`config.mk`:
```
export PLATFORM = sky130hd
export DESIGN_NAME = sync_frame_receiver_crc16
export DESIGN_NICKNAME = d
export VERILOG_FILES = /design/src/hdl/sfr_pkg.sv /design/src/hdl/sfr_core.sv /design/src/hdl/sfr_out_buf.sv /design/src/hdl/sync_frame_receiver_crc16.sv
export VERILOG_INCLUDE_DIRS = /design/src /design/src/hdl
export SDC_FILE = /design/constraint.sdc
export NUM_CORES = 1
export LEC_CHECK = 0
export BUFFER_PORTS_ARGS = -buffer_cell sky130_fd_sc_hd__buf_2
export CAP_MARGIN = 15
export CELL_PAD_IN_SITES_DETAIL_PLACEMENT = 0
export CELL_PAD_IN_SITES_GLOBAL_PLACEMENT = 1
export CORE_UTILIZATION = 50
export CTS_BUF_LIST = sky130_fd_sc_hd__clkbuf_4 sky130_fd_sc_hd__clkbuf_8 sky130_fd_sc_hd__clkbuf_16
export DETAILED_ROUTE_END_ITERATION = 10
export PLACE_DENSITY = 0.84
export REMOVE_ABC_BUFFERS = 1
export SLEW_MARGIN = 20
export SYNTH_ARGS = -nofsm -noshare
export SYNTH_HDL_FRONTEND = slang
export SYNTH_SLANG_ARGS = --single-unit
```
`constraint.sdc`:
```
create_clock -name clk -period 11.04 [get_ports clk]
set_clock_uncertainty 0.1 [all_clocks]
set_input_delay 1.104 -clock clk [delete_from_list [all_inputs] [get_ports clk]]
set_output_delay 1.104 -clock clk [all_outputs]
set_load 0.1 [all_outputs]
```
`src/hdl/sync_frame_receiver_crc16_assert.svh`:
```
// Assertion macros shared by the sync frame receiver RTL.
`ifndef SYNC_FRAME_RECEIVER_CRC16_ASSERT_SVH
`define SYNC_FRAME_RECEIVER_CRC16_ASSERT_SVH

// Same-cycle implication, disabled during reset.
`define SFR_ASSERT_IMPL(label, clk, rst, ante, cons, msg) \
  label: assert property (@(posedge clk) disable iff (rst) (ante) |-> (cons)) \
    else $error(msg);

// Next-cycle implication, disabled during reset.
`define SFR_ASSERT_NEXT(label, clk, rst, ante, cons, msg) \
  label: assert property (@(posedge clk) disable iff (rst) (ante) |=> (cons)) \
    else $error(msg);

`endif

```
`src/hdl/sfr_pkg.sv`:
```
// Types, constants and the CRC function of the sync frame receiver.
package sfr_pkg;

  // Configuration register indexes
  localparam logic [1:0] REG_SYNC_VALUE  = 2'd0;
  localparam logic [1:0] REG_FRAME_BYTES = 2'd1;
  localparam logic [1:0] REG_CRC_START   = 2'd2;

  // Register reset values
  localparam logic [7:0]  SYNC_RESET      = 8'h5A;
  localparam logic [7:0]  FRAME_RESET     = 8'd82;
  localparam logic [15:0] CRC_START_RESET = 16'h0000;

  // Frame layout
  localparam logic [7:0] HDR_LEN     = 8'd6;
  localparam logic [7:0] MIN_FRAME   = 8'd7;
  localparam logic [7:0] HDR_CRC_END = 8'd4;
  localparam logic [7:0] OFS_LEN_LO  = 8'd2;
  localparam logic [7:0] OFS_LEN_HI  = 8'd3;
  localparam logic [7:0] OFS_CRC_LO  = 8'd4;
  localparam logic [7:0] OFS_CRC_HI  = 8'd5;

  localparam logic [15:0] CRC_POLY = 16'h1021;

  // One result transaction
  typedef struct packed {
    logic [7:0] payload_byte;
    logic [7:0] payload_offset;
    logic       frame_end;
    logic       crc_ok;
    logic       length_error;
  } result_t;

  // Frame tracker status seen by the top level
  typedef struct packed {
    logic       in_frame;
    logic [7:0] byte_count;
  } core_status_t;

  // CRC-16 over one byte, MSB first, unrolled eight steps
  function automatic logic [15:0] crc_byte(input logic [15:0] crc, input logic [7:0] b);
    logic [15:0] c;
    c = crc ^ {b, 8'h00};
    for (int i = 0; i < 8; i++) begin
      c = c[15] ? ((c << 1) ^ CRC_POLY) : (c << 1);
    end
    return c;
  endfunction

endpackage

```
`src/hdl/sfr_core.sv`:
```
// Frame tracker: configuration registers, header capture, CRC and result build.
module sfr_core import sfr_pkg::*; (
  input  logic         clk,
  input  logic         rst,
  input  logic         cfg_write,
  input  logic [1:0]   cfg_index,
  input  logic [15:0]  cfg_data,
  input  logic         rx_take,
  input  logic [7:0]   rx_byte,
  output logic         res_push,
  output result_t      res,
  output core_status_t status
);

  logic [7:0]  sync_value;
  logic [7:0]  frame_bytes;
  logic [15:0] crc_start;

  logic        in_frame, in_frame_next;
  logic [7:0]  byte_count, byte_count_next;
  logic [15:0] crc_accum, crc_accum_next;
  logic [15:0] declared_length, declared_length_next;
  logic [15:0] received_crc, received_crc_next;

  logic [7:0]  fl;
  logic [7:0]  p;
  logic        last;
  logic [15:0] crc_upd;
  logic [15:0] crc_final;
  logic        len_err;

  // Configuration registers
  always_ff @(posedge clk) begin
    if (rst) begin
      sync_value  <= SYNC_RESET;
      frame_bytes <= FRAME_RESET;
      crc_start   <= CRC_START_RESET;
    end else if (cfg_write) begin
      unique case (cfg_index)
        REG_SYNC_VALUE:  sync_value  <= cfg_data[7:0];
        REG_FRAME_BYTES: frame_bytes <= cfg_data[7:0];
        REG_CRC_START:   crc_start   <= cfg_data;
        default: ;
      endcase
    end
  end

  // Datapath terms for the current byte
  always_comb begin
    fl        = (frame_bytes < MIN_FRAME) ? MIN_FRAME : frame_bytes;
    p         = byte_count - HDR_LEN;
    last      = byte_count >= (fl - 8'd1);
    crc_upd   = crc_byte(in_frame ? crc_accum : crc_start, rx_byte);
    crc_final = ({8'h00, p} < declared_length) ? crc_upd : crc_accum;
    len_err   = declared_length > ({8'h00, fl} - {8'h00, HDR_LEN});
  end

  // Next state and result
  always_comb begin
    in_frame_next        = in_frame;
    byte_count_next      = byte_count;
    crc_accum_next       = crc_accum;
    declared_length_next = declared_length;
    received_crc_next    = received_crc;
    res_push             = 1'b0;
    res                  = '0;
    if (rx_take) begin
      if (!in_frame) begin
        if (rx_byte == sync_value) begin
          in_frame_next        = 1'b1;
          byte_count_next      = 8'd1;
          crc_accum_next       = crc_upd;
          declared_length_next = '0;
          received_crc_next    = '0;
        end
      end else if (byte_count < HDR_LEN) begin
        if (byte_count < HDR_CRC_END) begin
          crc_accum_next = crc_upd;
        end
        unique case (byte_count)
          OFS_LEN_LO: declared_length_next = {declared_length[15:8], rx_byte};
          OFS_LEN_HI: declared_length_next = {rx_byte, declared_length[7:0]};
          OFS_CRC_LO: received_crc_next    = {received_crc[15:8], rx_byte};
          OFS_CRC_HI: received_crc_next    = {rx_byte, received_crc[7:0]};
          default: ;
        endcase
        byte_count_next = byte_count + 8'd1;
      end else begin
        crc_accum_next     = crc_final;
        res_push           = 1'b1;
        res.payload_byte   = rx_byte;
        res.payload_offset = p;
        res.frame_end      = last;
        res.crc_ok         = last && (crc_final == received_crc);
        res.length_error   = last && len_err;
        if (last) begin
          in_frame_next   = 1'b0;
          byte_count_next = 8'd0;
        end else begin
          byte_count_next = byte_count + 8'd1;
        end
      end
    end
  end

  // State registers
  always_ff @(posedge clk) begin
    if (rst) begin
      in_frame        <= 1'b0;
      byte_count      <= 8'd0;
      crc_accum       <= CRC_START_RESET;
      declared_length <= '0;
      received_crc    <= '0;
    end else begin
      in_frame        <= in_frame_next;
      byte_count      <= byte_count_next;
      crc_accum       <= crc_accum_next;
      declared_length <= declared_length_next;
      received_crc    <= received_crc_next;
    end
  end

  assign status.in_frame   = in_frame;
  assign status.byte_count = byte_count;

endmodule

```
`src/hdl/sfr_out_buf.sv`:
```
// Output register with a skid entry that absorbs one more result under a stall.
module sfr_out_buf import sfr_pkg::*; (
  input  logic    clk,
  input  logic    rst,
  input  logic    push,
  input  result_t push_data,
  output logic    full,
  output logic    out_valid,
  input  logic    out_ready,
  output result_t out_data
);

  logic    main_valid;
  logic    skid_valid;
  result_t main_data;
  result_t skid_data;
  logic    pop;

  assign pop = main_valid && out_ready;

  // Valid flags
  always_ff @(posedge clk) begin
    if (rst) begin
      main_valid <= 1'b0;
      skid_valid <= 1'b0;
    end else if (skid_valid) begin
      if (pop) skid_valid <= 1'b0;
    end else if (push) begin
      if (!main_valid || pop) main_valid <= 1'b1;
      else skid_valid <= 1'b1;
    end else if (pop) begin
      main_valid <= 1'b0;
    end
  end

  // Payload, no reset
  always_ff @(posedge clk) begin
    if (skid_valid) begin
      if (pop) main_data <= skid_data;
    end else if (push) begin
      if (!main_valid || pop) main_data <= push_data;
      else skid_data <= push_data;
    end
  end

  assign full      = skid_valid;
  assign out_valid = main_valid;
  assign out_data  = main_data;

endmodule

```
`src/hdl/sync_frame_receiver_crc16.sv`:
```
// Top level of the sync-framed serial receiver with CRC-16 check.
//
//   channel  handshake              payload
//   rx       rx_valid / rx_ready    rx_byte
//   out      out_valid / out_ready  payload_byte payload_offset frame_end crc_ok length_error
//   cfg      cfg_write              cfg_index cfg_data
//
// One byte per cycle while rx_ready is high: each byte updates the frame state and the CRC
// in the cycle it is accepted; a payload result is registered into the output register or
// its skid entry.
// rst is synchronous; it restores the register defaults and returns to hunting for sync.
// A two-entry output buffer absorbs a stall; rx_ready drops only when both entries hold data.
module sync_frame_receiver_crc16 import sfr_pkg::*; (
  input  logic        clk,
  input  logic        rst,
  input  logic        rx_valid,
  output logic        rx_ready,
  input  logic [7:0]  rx_byte,
  input  logic        cfg_write,
  input  logic [1:0]  cfg_index,
  input  logic [15:0] cfg_data,
  output logic        out_valid,
  input  logic        out_ready,
  output logic [7:0]  payload_byte,
  output logic [7:0]  payload_offset,
  output logic        frame_end,
  output logic        crc_ok,
  output logic        length_error
);

`include "sync_frame_receiver_crc16_assert.svh"

  logic         rx_take;
  logic         res_push;
  result_t      res;
  result_t      out_data;
  core_status_t status;
  logic         buf_full;

  assign rx_ready = !buf_full;
  assign rx_take  = rx_valid && rx_ready;

  // Frame tracking and CRC
  sfr_core u_core (
    .clk       (clk),
    .rst       (rst),
    .cfg_write (cfg_write),
    .cfg_index (cfg_index),
    .cfg_data  (cfg_data),
    .rx_take   (rx_take),
    .rx_byte   (rx_byte),
    .res_push  (res_push),
    .res       (res),
    .status    (status)
  );

  // Result register and skid
  sfr_out_buf u_out (
    .clk       (clk),
    .rst       (rst),
    .push      (res_push),
    .push_data (res),
    .full      (buf_full),
    .out_valid (out_valid),
    .out_ready (out_ready),
    .out_data  (out_data)
  );

  assign payload_byte   = out_data.payload_byte;
  assign payload_offset = out_data.payload_offset;
  assign frame_end      = out_data.frame_end;
  assign crc_ok         = out_data.crc_ok;
  assign length_error   = out_data.length_error;

  // Checks
  `SFR_ASSERT_IMPL(a_flags_with_end, clk, rst, out_valid && !frame_end,
    !crc_ok && !length_error, "status flags set without frame_end")
  `SFR_ASSERT_IMPL(a_stall_needs_main, clk, rst, !rx_ready, out_valid,
    "input stalled while output register empty")
  `SFR_ASSERT_IMPL(a_count_in_frame, clk, rst, status.in_frame, status.byte_count != 8'd0,
    "in frame with zero byte count")
  `SFR_ASSERT_NEXT(a_end_leaves_frame, clk, rst, res_push && res.frame_end,
    !status.in_frame, "frame end did not return to sync hunt")

endmodule
```
* Word-level counts from Yosys, hierarchy flattened
Cells that the tools add are included.
** Word-level totals
- Output and inout port bits :: 21
- Register bits :: 129
- Word-level logic and storage cells :: 134
- Input bits :: 31
** Operators by class
- Mux-type cells :: 47
- $lt $le $gt $ge :: 6
- Equality and inequality tests :: 20
- Add/sub/neg operators :: 4
- Bitwise logic cells :: 11
- Reduce and logical (&&, ||, !) cells :: 24
** Operators by type and width (number)
- two-way mux 16 bit :: 11
- two-way mux 19 bit :: 7
- two-way mux 13 bit :: 8
- one-hot mux 16 bit (2 select lines) :: 2
- two-way mux 8 bit :: 5
- < comparator 8 x 3 -> 1 bit (second input constant) :: 3
- inverter 3 bit :: 8
- != test 2 bit (second input constant) :: 10
- AND reduction 5 bit :: 4
- == test 16 bit :: 1
- == test 8 x 2 -> 1 bit (second input constant) :: 2
- == test 8 x 3 -> 1 bit (second input constant) :: 2
- > comparator 16 bit :: 1
- < comparator 8 x 16 -> 1 bit :: 1
- bitwise XOR 16 bit :: 1
- two-way mux 1 bit :: 14
- AND reduction 3 bit :: 4
- subtractor 8 x 3 -> 9 bit (second input constant) :: 1
- adder 8 x 1 -> 8 bit (second input constant) :: 1
- == test 8 bit :: 1
- >= comparator 8 bit :: 1
- AND reduction 2 bit :: 4
- nonzero test 2 bit :: 4
- subtractor 8 x 1 -> 8 bit (second input constant) :: 1
- 10 further kinds :: 15

* Logic depth before layout (Yosys ltp)
Gate-level depths: netlist (run 1).
- Depth in word-level cells :: 27
- Gate-level depth with buffers :: 18

* Hierarchy
A second synthesis (run 1) with hierarchy kept.
** Unflattened totals
- Cells, all modules :: 774
- Area total of the unflattened synthesis :: 7420.9 µm²
** By module, submodules not included
- sfr_core :: seq. area each 1781.7 µm², area an instance 5825.6 µm², times used 1, cells each 700
- sfr_out_buf :: seq. area each 1181.1 µm², area an instance 1585.3 µm², times used 1, cells each 72
- sync_frame_receiver_crc16 :: seq. area each 0.0 µm², area an instance 10.0 µm², times used 1, cells each 2

* Worst setup path before layout (run 1)
No wires, ideal clock.
- Path type :: input-to-reg
- Start :: input port rx_valid
- End :: register u_out.main_data (netlist bit u_out.out_data[0]) (enable)
- Setup time :: 401 ps
- Stages :: 7
- Arrival :: 3201 ps
- Buffers on the path :: 2
- Setup slack :: 7337 ps
- Cells stage by stage :: nor2b_1 -> clkbuf_1 -> nand2_1 -> a21oi_1 -> clkbuf_1 -> a21oi_1 -> a21oi_1
** On the way
- Longest elaborated chain between the ends :: 4
** RTL lines
- start, declared :: RTL line sync_frame_receiver_crc16.sv:16 : input logic rx_valid,
- logical AND 1 bit :: RTL line sync_frame_receiver_crc16.sv:41 : assign rx_take = rx_valid && rx_ready;
- two-way mux 1 bit :: RTL line sfr_core.sv:67 : if (rx_take) begin
- nonzero test 2 bit (no source line)
- AND reduction 3 bit (no source line)
- end signal, assigned :: RTL line sfr_out_buf.sv:39 : if (pop) main_data <= skid_data;
- end signal, assigned :: RTL line sfr_out_buf.sv:41 : if (!main_valid || pop) main_data <= push_data;
- end, declared :: RTL line sfr_out_buf.sv:15 : result_t main_data;
No other way between the ends.
A chain may end at the register's enable or synchronous reset.

* Worst setup path in the final report (run 1)
- Start :: register u_core.frame_bytes[3]
- End :: register u_out.main_data (netlist bit u_out.out_data[1]), data pin
** On the way
- Longest elaborated chain between the ends :: 11
** RTL lines
- start, declared :: RTL line sfr_core.sv:16 : logic [7:0] frame_bytes;
- start signal, assigned :: RTL line sfr_core.sv:41 : REG_FRAME_BYTES: frame_bytes <= cfg_data[7:0];
- < comparator 8 x 3 -> 1 bit :: RTL line sfr_core.sv:50 : fl = (frame_bytes < MIN_FRAME) ? MIN_FRAME : frame_bytes;
- two-way mux 8 bit * :: RTL line sfr_core.sv:50
- subtractor 8 x 1 -> 8 bit * :: RTL line sfr_core.sv:52 : last = byte_count >= (fl - 8'd1);
- >= comparator 8 bit * :: RTL line sfr_core.sv:52
- logical AND 1 bit * :: RTL line sfr_core.sv:94 : res.crc_ok = last && (crc_final == received_crc);
- two-way mux 19 bit * :: RTL line sfr_core.sv:76 : end else if (byte_count < HDR_LEN) begin
- two-way mux 19 bit * :: RTL line sfr_core.sv:68 : if (!in_frame) begin
- two-way mux 19 bit * :: RTL line sfr_core.sv:67
- two-way mux 19 bit * :: RTL line sfr_out_buf.sv:41
- two-way mux 19 bit * :: RTL line sfr_out_buf.sv:40 : end else if (push) begin
- two-way mux 19 bit * :: RTL line sfr_out_buf.sv:38 : if (skid_valid) begin
Mark *: on every way between the ends. The rest lies on a longest branch, timed or not. The select of a mux whose other input is x is not followed.

==> results of run 1 <==
-- kinds of logic after synthesis --
| family | synth area share |
|---|---|
| buffers and inverters | 0.04118 |
| XOR/XNOR | 0.09515 |
| other | 0.0005321 |
| multiplexers | 0.04438 |
| AND/OR/NAND/NOR | 0.1743 |
| AO/OA/AOI/OAI | 0.1530 |
| adder cells (fa/ha/maj) | 0.07101 |
| flip-flops | 0.4204 |
-- layout make-up --
type                       instances  area (um^2)
inverter                          29        108.9
multi-input combinational        581         3839
clock inverter                    13        195.2
timing repair buffer              56        292.8
clock buffer                      19        452.9
sequential                       129         2963
fill                            1242         5751
tap                              180        225.2
-- stage by stage --
| step | setup WS (ns) | utilization | instance area [um^2] | hold WS, ns |
|---|---|---|---|---|
| 5_1_grt | 6.544 | 0.5841 | 8077 | 0.3891 |
| 2_1_floorplan | 7.274 | - | 6893 | 0.3296 |
| 4_1_cts | 6.967 | 0.5836 | 8069 | 0.3638 |
| 3_5_place_dp | 7.003 | 0.5367 | 7421 | 0.3560 |
| 6_report | 6.973 | 0.5841 | 8077 | 0.3605 |
| 3_3_place_gp | 7.083 | 0.5367 | 7421 | 0.3479 |
-- layer usage --
metal  vias to the layer above  routed length, um  GRT usage
met1                      2726               7906     0.3326
li1                       2785                  -          -
met4                         0                306    0.08642
met5                         -                  0          0
met2                       173               8315     0.4235
met3                        35                831    0.05189
-- power by group through the flow --
stage	combinational [W]	clock [W]	sequential, W
after floorplan	0.0000515	0	0.000503
after detailed placement	0.0000816	0	0.000504
after global placement	0.0000805	0	0.000504
after global routing	0.0000906	0.000644	0.000495
after CTS	0.0000819	0.000620	0.000494
final	0.0000823	0.000615	0.000494
-- flip-flops by register name (all words and copies together), names as in the netlist --
register,flops
u_core.byte_count,8
u_core.crc_accum,16
u_core.crc_start,16
u_core.declared_length,16
u_core.frame_bytes,8
u_core.in_frame,1
u_core.received_crc,16
u_core.sync_value,8
u_out.full,1
u_out.out_data,19
u_out.out_valid,1
u_out.skid_data,19
-- worst register-to-register path: stages (launching register included) --
cell	delay, ns
dfxtp_1	0.39
nor3_1	0.41
nand2b_1	0.12
nor2_1	0.19
or2_2	0.18
inv_1	0.07
ha_1	0.21
nand2_1	0.07
nand2_1	0.07
nor3_1	0.17
xnor2_1	0.12
ha_1	0.31
nand2_1	0.05
o21ai_0	0.27
a211oi_1	0.13
nor2_1	0.53
nand4_1	0.22
o31ai_1	0.27
-- layout by cell type (no fill, tap or decap), drive strengths merged, types with 3 or more instances in the layout --
master and n:
dfxtp 91, nand4 7, edfxtp 38, a21oi 66, clkbuf 19, o211ai 5
a22oi 9, nand3 34, or2 3, nor2b 9, mux2i 30, nand3b 4
and2 18, clkinvlp 3, ha 40, nor4 4, xor2 21, o21ai 12
xnor2 49, nor3 18, nand2 86, inv 34, a21o 23, o21a 8
conb 8, nor2 71, nand2b 6, a211oi 17, a211o 9, buf 56
bufinv 4
-- worst paths after layout --
path                                                          to  slack [ns]  cells past startpoint
worst min-delay path            u_core.crc_start[7]$_SDFFE_PP0P_        0.36                      2
worst max-delay path                 u_out.out_data[1]$_DFFE_PP_        6.97                     17
worst min register to register  u_core.crc_start[7]$_SDFFE_PP0P_        0.36                      2
worst max register to register       u_out.out_data[1]$_DFFE_PP_        6.97                     17
==> flow_summary.ini, run 1 <==
[clock_network]
worstSkewPairLatency_ns = 0.42
post_cts_resized = 0
clockBufferDepth = 2
cts.clk_slew.worst_paths_ns = 0.06
hold_buffers = 0
clockRootBuffer = clkbuf_16
cts_setup_buffers = 0
cts.sinks = 129
htree_levels = 4
cts_tree = built
cts_inserted_buffers = 17

[power]
internal_power_w = 0.0009163
power.total_w = 0.001191
p_leak_nw = 3.028
pwr-share-comb = 0.069
swShare = 0.2307
power_density_mw_per_mm2 = 147.5
seq_power_share = 0.415
p_clk_frac = 0.516
switching_power_w = 0.0002748
ir_drop_mv = 0.1124

[global_route]
grt.overflow.total = 0
grt_pass1_vias = 5503
grt_max_degree = 86
antenna_found_initial = 0
track_usage = 0.2559
grt_first_pass_wirelength_um = 28570

[layout]
synthToLayoutAreaGrowth_pct = 14.59
diodes = 0
stdcell_count = 1007
drive_gt1_frac = 0.1209
fin_nets = 885

[logic_synthesis]
synthFlopType = dfxtp_1
ys_seq_elements = 129
ys_seq_area_frac = 0.4204
yosysWarnings = 0
synth_top_area_share = 0.2585
yosysTopAreaCell = dfxtp_1
synth_edf_count = 38
synth_common_cells = 91 x dfxtp_1, 86 x nand2_1, 71 x nor2_1
synth_cell_types = 57
async_reset_ff_frac = 0
synth_area_mm2 = 0.007048
synth_area_leaders = dfxtp_1 26%, edfxtp_1 16%, ha_1 7.1%, xnor2_1 5.7%, a21oi_1 4.7%
avgSynthCellArea_um2 = 9.082
synth_most_common_cell = dfxtp_1
syn_inst = 776

[floorplan]
die_w_um = 120.7
ios = 52
start_util = 0.5097
std_cell_rows = 43
die-area_mm2 = 0.01457
core-area_mm2 = 0.01383
die_height_um = 120.7

[routing]
drc = 0
ant_nets = 0
drt_iter0_drc = 407
wire_per_inst_um = 17.24
viasPerCell = 5.679
num_vias = 5719
wl_um = 17360
firstDrtPassIters = 5

[sta]
min_period_over_period = 0.3683
min_period_ns = 4.067
hold_violations = 0
finalSetupViolations = 0
grt_setup_unrepaired = no
worst-slew-pin-transition_ns = 1.124
maxSlewViolCount = 0
totalNegativeSetupSlack_ns = 0
slew_headroom = 0.2443
fmax_mhz = 245.9

[worst_setup_path]
cp_slowest_cell = nor2_1
arrival_ns = 4.21
r2r_start = u_core.frame_bytes[3]$_SDFFE_PP0P_
crit_type = flip-flop to flip-flop
crit_path_end_kind = flip-flop
crit_family = simple AND/OR/NAND/NOR gates
critical_path_buf_inv_count = 1
worstPathCellList = nor3_1 > nand2b_1 > nor2_1 > or2_2 > inv_1 > ha_1 > nand2_1 > nand2_1 > nor3_1 > xnor2_1 > ha_1 > nand2_1 > o21ai_0 > a211oi_1 > nor2_1 > nand4_1 > o31ai_1
start_kind = flip-flop
crit_start = u_core.frame_bytes[3]$_SDFFE_PP0P_
critPathMaxStageDelay_ns = 0.53
path_common_cell = nand2_1
crit_fanout = 8
cp.required_ns = 11.18

[placement]
dp_cells = 975
place.gp.congestion = 0.9513
port_buffers = 51
dp_hpwl_um = 12710

[worst_hold_path]
hold_start = u_core.crc_start[7]$_SDFFE_PP0P_
hp-class = flip-flop to flip-flop

[status]
status = finished clean

[run]
cap_violations = 0
(Power assumes the default switching activity.)
==> run 2: changes to the inputs <==
- CORE_UTILIZATION: 50 -> 47
- PLACE_DENSITY: 0.84 -> 0.79
- clock period: 11.04 -> 4.15 ns (I/O delays scaled with it)
==> flow_summary.ini, run 2 (synthesized netlist as in run 1, its figures left out) <==
[status]
status = finished clean

[clock_network]
clockRootBuffer = clkbuf_16
htree_levels = 4
clockBufferDepth = 2
worstSkewPairLatency_ns = 0.42
hold_buffers = 0
cts.clk_slew.worst_paths_ns = 0.06
cts.sinks = 129
cts_inserted_buffers = 17
cts_tree = built

[layout]
diodes = 0
fin_nets = 892
final_cell_mix = 91 x dfxtp_1, 86 x nand2_1, 71 x nor2_1
final_common_cell = dfxtp_1
synthToLayoutAreaGrowth_pct = 14.50
nFillCells = 1334
drive_gt1_frac = 0.1295

[sta]
whs_ns = 0.08694
min_period_ns = 3.865
grt_setup_unrepaired = no
setup_ws_ns = 0.2854
hold_violations = 0
slew_headroom = 0.2829
fmax_mhz = 258.8
maxSlewViolCount = 0
min_period_over_period = 0.9312
finalSetupViolations = 0
totalNegativeSetupSlack_ns = 0
worst-slew-pin-transition_ns = 1.076

[floorplan]
die-area_mm2 = 0.01549
std_cell_rows = 44
die_w_um = 124.5
start_util = 0.4831
ios = 52
die_height_um = 124.5
core-area_mm2 = 0.01459

[routing]
wl_um = 17510
wire_per_inst_um = 17.20
firstDrtPassIters = 5
viasPerCell = 5.581
drt_iter0_drc = 394
num_vias = 5681
ant_nets = 0
drc = 0

[worst_setup_path]
cp_slowest_cell = dfxtp_1
start_kind = flip-flop
arrival_ns = 4.01
crit_path_end_kind = flip-flop
crit_fanout = 12
crit_type = flip-flop to flip-flop
cp.required_ns = 4.29
critPathMaxStageDelay_ns = 0.50
path_common_cell = nand2_1
worstPathCellList = ha_1 > nor2_1 > nand2_1 > xnor2_1 > ha_1 > a211oi_1 > nand2_1 > a211o_1 > nand2_1 > o211ai_1 > o32a_1 > a311oi_1 > o2111ai_1 > o31ai_1

[power]
internal_power_w = 0.002291
switching_power_w = 0.0007406
seq_power_share = 0.434
pwr-share-comb = 0.073
power_density_mw_per_mm2 = 375.6
swShare = 0.2443
ir_drop_mv = 0.2481
p_leak_nw = 3.038
p_clk_frac = 0.493

[placement]
port_buffers = 51
dpl_worst_slack_ns = 0.1383
place.gp.congestion = 0.8895
dp_hpwl_um = 12750

[global_route]
antenna_found_initial = 0
grt_max_degree = 55
grt.overflow.total = 0
track_usage = 0.2353
grt_pass1_vias = 5459
grt_first_pass_wirelength_um = 28570

[worst_hold_path]
hp-class = input port to flip-flop

[run]
cap_violations = 0
run 2: changes by cell type in the layout (fill, tap and decap cells not counted), sizes merged:
cell / delta
buf: +7
clkinvlp: -1
bufinv: -2
clkbuf: -1
inv: +1
clkinv: +3
run 2: stage by stage:
step           cells    util  instance area (um^2)  total power (W)
6_report        1018  0.5532                  8070         0.003031
5_1_grt         1018  0.5532                  8070         0.003129
4_1_cts         1018  0.5524                  8059         0.003057
3_5_place_dp     986  0.5122                  7472         0.001561
3_3_place_gp     986  0.5122                  7472         0.001558
2_1_floorplan    739       -                  6893         0.001475
run 2: path summary, 6_finish.rpt:
path / from / end / slack (ns) / cells past startpoint
worst min register to register: u_core.crc_start[7]$_SDFFE_PP0P_ / u_core.crc_start[7]$_SDFFE_PP0P_ / 0.36 / 2
worst max-delay path: u_core.byte_count[2]$_SDFFE_PP0P_ / u_out.out_data[1]$_DFFE_PP_ / 0.29 / 14
worst max register to register: u_core.byte_count[2]$_SDFFE_PP0P_ / u_out.out_data[1]$_DFFE_PP_ / 0.29 / 14
worst min-delay path: out_ready / u_out.full$_SDFF_PP0_ / 0.09 / 2
run 2: repair_timing:
item	in CTS	in global routing
buffers inserted	0	0
gates resized for setup	0	3
setup endpoints to repair	0	3
run 2: critical path, delay by kind of cell, from the launching register on:
| family | cells | cell delay, ns |
|---|---|---|
| AOI/OAI and AO/OA | 7 | 1.66 |
| xor gates and xnor gates | 1 | 0.15 |
| adders and majority gates | 2 | 0.60 |
| DFF | 1 | 0.50 |
| and+or+nand+nor | 4 | 0.67 |
run 2: area by class of cell:
cell class	instances	area (um^2)	area share
Sequential cell	129	2963	0.3671
Timing Repair Buffer	63	345.3	0.04279
Clock inverter	14	153.9	0.01907
Clock buffer	18	432.9	0.05364
Tap cell	184	230.2	0.02853
Multi-Input combinational cell	581	3836	0.4753
Inverter	29	108.9	0.01349
run 2: power groups by stage:
stage / combinational, W / sequential [W] / clock, W
floorplan: 0.000137 / 0.00134 / 0
global placement: 0.000217 / 0.00134 / 0
detailed placement: 0.000219 / 0.00134 / 0
CTS: 0.000220 / 0.00131 / 0.00152
global route: 0.000243 / 0.00132 / 0.00157
finish: 0.000222 / 0.00131 / 0.00150
run 2: per-layer routing:
layer / part of all wire / track usage
met5: 0 / 0
met4: 0.021 / 0.09213
met3: 0.050 / 0.04081
met2: 0.45 / 0.3776
met1: 0.48 / 0.3146
